### src/hdl/assert_macros.svh
// ---------------------------------------------------------------------------
// assert_macros.svh
// Concurrent assertion helpers; empty under synthesis.
// ---------------------------------------------------------------------------
`ifndef ASSERT_MACROS_SVH
`define ASSERT_MACROS_SVH

`ifndef SYNTHESIS

`define ASSERT_PROP(label, clk, rst_n, prop, msg) \
    label: assert property (@(posedge clk) disable iff (!rst_n) prop) else $error(msg);

`define ASSERT_NEVER(label, clk, rst_n, cond, msg) \
    label: assert property (@(posedge clk) disable iff (!rst_n) !(cond)) else $error(msg);

`else

`define ASSERT_PROP(label, clk, rst_n, prop, msg)

`define ASSERT_NEVER(label, clk, rst_n, cond, msg)

`endif

`endif

### src/hdl/uenc_pkg.sv
// ---------------------------------------------------------------------------
// uenc_pkg
// Shared types and constants of the UTF-8 encoder with space budget.
// ---------------------------------------------------------------------------
package uenc_pkg;

    localparam int SPACE_BITS = 16;
    localparam int CFG_BITS   = 16;
    localparam int CP_BITS    = 32;
    localparam int ADDR_BITS  = 3;

    localparam logic [0:0] REG_SPACE_FOR_TEXT = 1'b0;

    localparam logic [CP_BITS-1:0] CP_MAX_1BYTE = 32'h0000_007f;
    localparam logic [CP_BITS-1:0] CP_MAX_2BYTE = 32'h0000_07ff;
    localparam logic [CP_BITS-1:0] CP_MAX_3BYTE = 32'h0000_ffff;
    localparam logic [CP_BITS-1:0] CP_MAX       = 32'h0010_ffff;

    localparam logic [7:0] LEAD2_BYTE = 8'hc0;
    localparam logic [7:0] LEAD3_BYTE = 8'he0;
    localparam logic [7:0] LEAD4_BYTE = 8'hf0;
    localparam logic [7:0] CONT_BYTE  = 8'h80;
    localparam logic [7:0] TERM_BYTE  = 8'h00;

    typedef enum logic [1:0] {
        ACT_BEGIN  = 2'd0,
        ACT_ENCODE = 2'd1,
        ACT_END    = 2'd2
    } uenc_action_t;

    // result run produced by one item; bytes[7:0] goes out first
    typedef struct packed {
        logic        has_result;
        logic [31:0] bytes;
        logic [2:0]  count;
        logic        byte_valid;
        logic        truncated;
        logic        invalid;
    } uenc_run_t;

endpackage

### src/hdl/uenc_core.sv
// ---------------------------------------------------------------------------
// uenc_core
// Budget and sticky flag state; turns one item into its run of result bytes.
// ---------------------------------------------------------------------------
module uenc_core import uenc_pkg::*; (
    input  logic                aclk,
    input  logic                aresetn,
    input  logic                load,
    input  logic [1:0]          action,
    input  logic [CP_BITS-1:0]  code_point,
    input  logic [CFG_BITS-1:0] space_for_text,
    output uenc_run_t           run
);

    logic [SPACE_BITS-1:0] rem_space_reg, rem_space_next;
    logic                  trunc_reg, trunc_next;
    logic                  inval_reg, inval_next;

    logic [31:0] enc_bytes;
    logic [2:0]  enc_count;

    always_comb begin
        enc_bytes = '0;
        priority if (code_point <= CP_MAX_1BYTE) begin
            enc_bytes[7:0] = code_point[7:0];
            enc_count      = 3'd1;
        end else if (code_point <= CP_MAX_2BYTE) begin
            enc_bytes[7:0]  = LEAD2_BYTE | {3'b000, code_point[10:6]};
            enc_bytes[15:8] = CONT_BYTE | {2'b00, code_point[5:0]};
            enc_count       = 3'd2;
        end else if (code_point <= CP_MAX_3BYTE) begin
            enc_bytes[7:0]   = LEAD3_BYTE | {4'b0000, code_point[15:12]};
            enc_bytes[15:8]  = CONT_BYTE | {2'b00, code_point[11:6]};
            enc_bytes[23:16] = CONT_BYTE | {2'b00, code_point[5:0]};
            enc_count        = 3'd3;
        end else begin
            enc_bytes[7:0]   = LEAD4_BYTE | {5'b00000, code_point[20:18]};
            enc_bytes[15:8]  = CONT_BYTE | {2'b00, code_point[17:12]};
            enc_bytes[23:16] = CONT_BYTE | {2'b00, code_point[11:6]};
            enc_bytes[31:24] = CONT_BYTE | {2'b00, code_point[5:0]};
            enc_count        = 3'd4;
        end
    end

    always_comb begin
        rem_space_next = rem_space_reg;
        trunc_next     = trunc_reg;
        inval_next     = inval_reg;
        run            = '0;
        unique case (action)
            ACT_BEGIN: begin
                rem_space_next = SPACE_BITS'(space_for_text);
                trunc_next     = 1'b0;
                inval_next     = 1'b0;
            end
            ACT_END: begin
                run.has_result = 1'b1;
                run.bytes      = {24'h0, TERM_BYTE};
                run.count      = 3'd1;
                run.byte_valid = 1'b1;
            end
            ACT_ENCODE: begin
                run.has_result = 1'b1;
                run.count      = 3'd1;
                if (!trunc_reg) begin
                    if (code_point > CP_MAX) begin
                        inval_next = 1'b1;
                    end else if (rem_space_reg < SPACE_BITS'(enc_count)) begin
                        trunc_next = 1'b1;
                    end else begin
                        rem_space_next = rem_space_reg - SPACE_BITS'(enc_count);
                        run.bytes      = enc_bytes;
                        run.count      = enc_count;
                        run.byte_valid = 1'b1;
                    end
                end
            end
            default: begin
            end
        endcase
        run.truncated = trunc_next;
        run.invalid   = inval_next;
    end

    always_ff @(posedge aclk) begin
        if (!aresetn) begin
            rem_space_reg <= '0;
            trunc_reg     <= 1'b0;
            inval_reg     <= 1'b0;
        end else if (load) begin
            rem_space_reg <= rem_space_next;
            trunc_reg     <= trunc_next;
            inval_reg     <= inval_next;
        end
    end

endmodule

### src/hdl/utf8_encoder_with_space_budget.sv
// ---------------------------------------------------------------------------
// utf8_encoder_with_space_budget
// UTF-8 encoder into a bounded byte budget, with APB budget register.
// ---------------------------------------------------------------------------
// Output: the first result of an item is registered and shows in the cycle after it is accepted.
// Throughput: one result byte per cycle from the output register while m_tready
//   is high; encode and end items give 1 to 4 results, begin and unused actions give
//   none, and a new item is taken only as the last result of the previous one is accepted.
// Reset: synchronous, active low; budget register, remaining space and flags
//   clear to zero, the output register empties.
`include "assert_macros.svh"

module utf8_encoder_with_space_budget import uenc_pkg::*; (
    input  logic                 aclk,
    input  logic                 aresetn,
    // input items
    input  logic                 s_tvalid,
    output logic                 s_tready,
    input  logic [CP_BITS-1:0]   s_tdata,   // [31:0] code_point
    input  logic [1:0]           s_tuser,   // [1:0] action
    // result items
    output logic                 m_tvalid,
    input  logic                 m_tready,
    output logic [7:0]           m_tdata,   // [7:0] out_byte
    output logic                 m_tlast,
    output logic [2:0]           m_tuser,   // [0] byte_valid, [1] truncated, [2] invalid
    // configuration
    input  logic                 psel,
    input  logic                 penable,
    input  logic                 pwrite,
    input  logic [ADDR_BITS-1:0] paddr,
    input  logic [31:0]          pwdata,
    output logic [31:0]          prdata,
    output logic                 pready
);

    logic [CFG_BITS-1:0] space_cfg_reg;
    logic                cfg_write;

    uenc_run_t run;
    logic      s_accept;
    logic      m_accept;
    logic      out_last;

    logic        out_valid_reg, out_valid_next;
    logic [31:0] out_bytes_reg, out_bytes_next;
    logic [2:0]  out_left_reg, out_left_next;
    logic        out_bv_reg, out_bv_next;
    logic        out_trunc_reg, out_trunc_next;
    logic        out_inval_reg, out_inval_next;

    assign pready    = 1'b1;
    assign cfg_write = psel && penable && pwrite && pready
                       && (paddr[ADDR_BITS-1:2] == REG_SPACE_FOR_TEXT);
    assign prdata    = (paddr[ADDR_BITS-1:2] == REG_SPACE_FOR_TEXT)
                       ? {16'h0, space_cfg_reg} : 32'h0;

    always_ff @(posedge aclk) begin
        if (!aresetn) begin
            space_cfg_reg <= '0;
        end else if (cfg_write) begin
            space_cfg_reg <= pwdata[CFG_BITS-1:0];
        end
    end

    assign out_last = (out_left_reg == 3'd1);
    assign m_accept = out_valid_reg && m_tready;
    assign s_tready = !out_valid_reg || (m_tready && out_last);
    assign s_accept = s_tvalid && s_tready;

    uenc_core u_core (
        .aclk           (aclk),
        .aresetn        (aresetn),
        .load           (s_accept),
        .action         (s_tuser),
        .code_point     (s_tdata),
        .space_for_text (space_cfg_reg),
        .run            (run)
    );

    always_comb begin
        out_valid_next = out_valid_reg;
        out_bytes_next = out_bytes_reg;
        out_left_next  = out_left_reg;
        out_bv_next    = out_bv_reg;
        out_trunc_next = out_trunc_reg;
        out_inval_next = out_inval_reg;
        if (m_accept) begin
            out_valid_next = !out_last;
            out_bytes_next = {8'h00, out_bytes_reg[31:8]};
            out_left_next  = out_left_reg - 3'd1;
        end
        if (s_accept && run.has_result) begin
            out_valid_next = 1'b1;
            out_bytes_next = run.bytes;
            out_left_next  = run.count;
            out_bv_next    = run.byte_valid;
            out_trunc_next = run.truncated;
            out_inval_next = run.invalid;
        end
    end

    always_ff @(posedge aclk) begin
        if (!aresetn) begin
            out_valid_reg <= 1'b0;
            out_left_reg  <= '0;
        end else begin
            out_valid_reg <= out_valid_next;
            out_left_reg  <= out_left_next;
        end
        out_bytes_reg <= out_bytes_next;
        out_bv_reg    <= out_bv_next;
        out_trunc_reg <= out_trunc_next;
        out_inval_reg <= out_inval_next;
    end

    assign m_tvalid = out_valid_reg;
    assign m_tdata  = out_bytes_reg[7:0];
    assign m_tlast  = out_last;
    assign m_tuser  = {out_inval_reg, out_trunc_reg, out_bv_reg};

    `ASSERT_NEVER(a_left_range, aclk, aresetn,
        out_valid_reg && (out_left_reg == 3'd0 || out_left_reg > 3'd4),
        "result count out of range")
    `ASSERT_PROP(a_status_single, aclk, aresetn,
        m_tvalid && !m_tuser[0] |-> m_tlast && m_tdata == 8'h00,
        "status result must be a single zero item")
    `ASSERT_PROP(a_run_continues, aclk, aresetn,
        m_accept && !m_tlast |=> m_tvalid,
        "multi-byte run broken")

endmodule
### config.mk
export PLATFORM = sky130hd
export DESIGN_NAME = utf8_encoder_with_space_budget
export DESIGN_NICKNAME = d
export VERILOG_FILES = /design/src/hdl/uenc_pkg.sv /design/src/hdl/uenc_core.sv /design/src/hdl/utf8_encoder_with_space_budget.sv
export VERILOG_INCLUDE_DIRS = /design/src /design/src/hdl
export SDC_FILE = /design/constraint.sdc
export NUM_CORES = 1
export LEC_CHECK = 0
export ABC_AREA = 1
export ABC_CLOCK_PERIOD_IN_PS = 2900
export BUFFER_PORTS_ARGS = -buffer_cell sky130_fd_sc_hd__buf_4
export CAP_MARGIN = 20
export CORE_MARGIN = 2
export CORE_UTILIZATION = 53
export CTS_BUF_LIST = sky130_fd_sc_hd__clkbuf_4 sky130_fd_sc_hd__clkbuf_8 sky130_fd_sc_hd__clkbuf_16
export CTS_CLUSTER_SIZE = 14
export DETAILED_ROUTE_END_ITERATION = 10
export PLACE_DENSITY = 0.81
export SYNTH_ARGS = -nofsm -noshare
export SYNTH_HDL_FRONTEND = slang
export SYNTH_SLANG_ARGS = --single-unit
### constraint.sdc
create_clock -name aclk -period 2.9 [get_ports aclk]
set_clock_uncertainty 0.05 [all_clocks]
set_input_delay 0.145 -clock aclk [delete_from_list [all_inputs] [get_ports aclk]]
set_output_delay 0.145 -clock aclk [all_outputs]
set_load 0.005 [all_outputs]
==> flow_metrics.py <==
metrics = {
    "sta": {
        "slew_viol_final": 0,
        "setup_violations": 0,
        "tns_ns": 0,
        "finalCritPeriodShare_pct": 86.92,
        "rsz0062_at_grt": "no",
        "finalCriticalPeriod_ns": 2.521,
        "hold-worst-slack_ns": 0.01794,
        "max_clock_freq_mhz": 396.7,
        "worst_slew_pin_slew_ns": 0.7416,
        "hold_violations": 0,
        "max_slew_margin_pct": 50.51,
    },
    "power_and_ir_drop": {
        "p_leak_nw": 2.487,
        "p_int_w": 0.001819,
        "p_per_area_nw_per_um2": 491.9,
        "pwr-share-clk_pct": 35.4,
        "pwr-share-seq_pct": 45.0,
        "max-vdd-ir-drop_uv": 276.5,
        "switching_share_pct": 28.73,
        "comb_power_share_pct": 19.6,
        "power.switching_w": 0.0007335,
    },
    "drt": {
        "post_drt_wl_per_cell_um": 13.06,
        "route.met2.wl_mm": 4.907,
        "routed_wl_mm": 10.50,
        "wl_met1_mm": 4.688,
        "num_vias": 4069,
        "top_layer_used": "met4",
        "first_pass_iters": 9,
        "drtIter0Drc": 308,
        "met3_length_um": 738,
        "drc": 0,
        "vias_per_cell": 5.061,
        "detail-route-antenna-nets": 0,
    },
    "finish": {
        "fin_nets": 779,
        "final_cell_mix": "nand2_1, buf_4, nor2_1",
        "syn2layout_area_growth_pct": 18.99,
        "layout_commonest_cell": "nand2_1",
        "drive_gt1_share_pct": 21.60,
        "diodes": 0,
        "post-route-util_pct": 64.13,
        "multi_input_area_um2": 2108,
        "seq_area_um2": 1722,
        "largest_reg_flops": 29,
        "nFillCells": 723,
    },
    "placement": {
        "io_buffers": 87,
        "finalWeightedCongestion": 0.8708,
        "hpwl_mm": 7.476,
    },
    "clock_network": {
        "cts.sinks": 70,
        "clk_latency_ns": 0.35,
        "postCtsSetupBuffers": 0,
        "clk_path_buf_depth": 2,
        "root_buffer": "clkbuf_8",
        "clk_pin_slew_ns": 0.09,
        "ctsHoldBuffers": 0,
        "tritoncts": "done",
        "htree_levels": 3,
        "numCtsBuffers": 9,
        "post_cts_resized": 0,
    },
    "synth": {
        "ys_seq_area_share_pct": 39.47,
        "syn_area_um2": 4362,
        "synth_edf_count": 32,
        "synth.ff_latch_count": 70,
        "synth.distinct_cells": 34,
        "postSynthCellCount": 620,
        "avgSynthCellArea_um2": 7.035,
        "synth-main-ff-cell": "dfxtp_1",
        "yosysWarnings": 0,
        "synthArstFlopShare_pct": 0,
    },
    "worst_setup_path": {
        "crit_arrival_ns": 2.67,
        "path_max_fanout": 6,
        "crit_path_end_kind": "register",
        "required_ns": 3.05,
        "start_kind": "input port",
        "r2r_slack_ns": 0.61,
        "critPathKind": "input port to register",
    },
    "die": {
        "die_area_um2": 8971,
        "start_util_pct": 53.90,
        "coreArea_um2": 8093,
        "die_h_um": 94.72,
        "io_pins": 123,
        "die_w_um": 94.72,
        "row_count": 33,
    },
    "grt": {
        "grt_usage_pct": 24.40,
        "overflow": 0,
        "grt_max_degree": 34,
        "grt_pass1_wl_mm": 17.07,
        "antenna_found_initial": 0,
        "grt_pass1_vias": 3691,
    },
    "min_path": {
        "hold_class": "input port to register",
    },
    "job": {
        "cap_viol_max_count": 0,
    },
    "outcome": {
        "status": "completed",
    },
}
==> area by class of cell <==
type | instances | area share, %
clock buffers | 10 | 2.531
flip-flops and latches | 70 | 33.17
multi-input cells | 445 | 40.62
repair buffers | 96 | 14.13
inverters | 72 | 5.207
well taps | 105 | 2.531
clock inverters | 6 | 1.808
==> power groups by stage <==
stage	combinational, W	clock [W]	sequential [W]
finish	0.000500	0.000903	0.00115
global route	0.000567	0.000953	0.00116
CTS	0.000499	0.000914	0.00115
detailed placement	0.000494	0	0.00117
global placement	0.000482	0	0.00117
floorplan	0.000356	0	0.00116
==> synth_stat cells, types with 4 or more instances <==
master / n / area share (%)
buf_4: 31 / 5.3
nand2_1: 169 / 15
buf_2: 5 / 0.57
edfxtp_1: 32 / 22
nor2_2: 9 / 1.3
nand3_2: 6 / 1.4
inv_1: 67 / 5.8
inv_2: 4 / 0.34
nor2_1: 86 / 7.4
a21oi_1: 35 / 4.0
o21ai_0: 47 / 5.4
nand3_1: 28 / 3.2
dfxtp_1: 38 / 17
ha_1: 8 / 2.3
clkbuf_1: 9 / 0.77
nor2_4: 7 / 1.8
nand2_2: 8 / 1.1
nand4_1: 5 / 0.72
==> through the flow <==
stage / std cells / area [um^2] / total power (W) / setup slack, ns
6_report: 804 / 5190 / 0.002553 / 0.3792
5_1_grt: 804 / 5190 / 0.002676 / 0.1152
4_1_cts: 804 / 5190 / 0.002563 / 0.3960
3_5_place_dp: 788 / 4965 / 0.001665 / 0.06730
3_3_place_gp: 788 / 4965 / 0.001648 / 0.1685
2_1_floorplan: 635 / 4418 / 0.001518 / 0.5714
==> layer usage <==
| metal | track usage, % | up-vias |
|---|---|---|
| met5 | 0 | - |
| li1 | - | 2067 |
| met1 | 33.40 | 1818 |
| met2 | 39.24 | 164 |
| met3 | 4.070 | 20 |
| met4 | 8.333 | 0 |
==> logic make-up (layout without fill, tap and decap cells) <==
logic type | Yosys count | count (layout) | synth area share [%]
AND/OR/NAND/NOR | 323 | 323 | 32.42
buffers and inverters | 120 | 184 | 13.48
AO/OA/AOI/OAI | 94 | 94 | 11.30
flip-flops | 70 | 70 | 39.47
adder cells (fa/ha/maj) | 9 | 9 | 2.754
other | 2 | 17 | 0.1722
XOR/XNOR | 2 | 2 | 0.4017
==> critical path, stage by stage <==
cell and delay, ns:
buf_4 0.11, inv_1 0.09, nand4_1 0.19, o21ai_0 0.34, inv_1 0.08, ha_1 0.22, fa_1 0.36, inv_1 0.08
nand2_1 0.11, nand2_2 0.15, nor2_4 0.06, nand2_1 0.07, inv_2 0.05, nor2_4 0.19, nand3_2 0.19, o21ai_1 0.22
==> worst paths after layout <==
check | startpoint | endpoint | cells after the start
max reg2reg | u_core.rem_space_reg[0] | out_bytes_reg[11] | 12
min | pwdata[13] | space_cfg_reg[13] | 3
max | s_tdata[13] | out_bytes_reg[11] | 16
min reg2reg | u_core.rem_space_reg[0] | u_core.rem_space_reg[0] | 2
No activity file was read; power rests on OpenSTA's default activity.
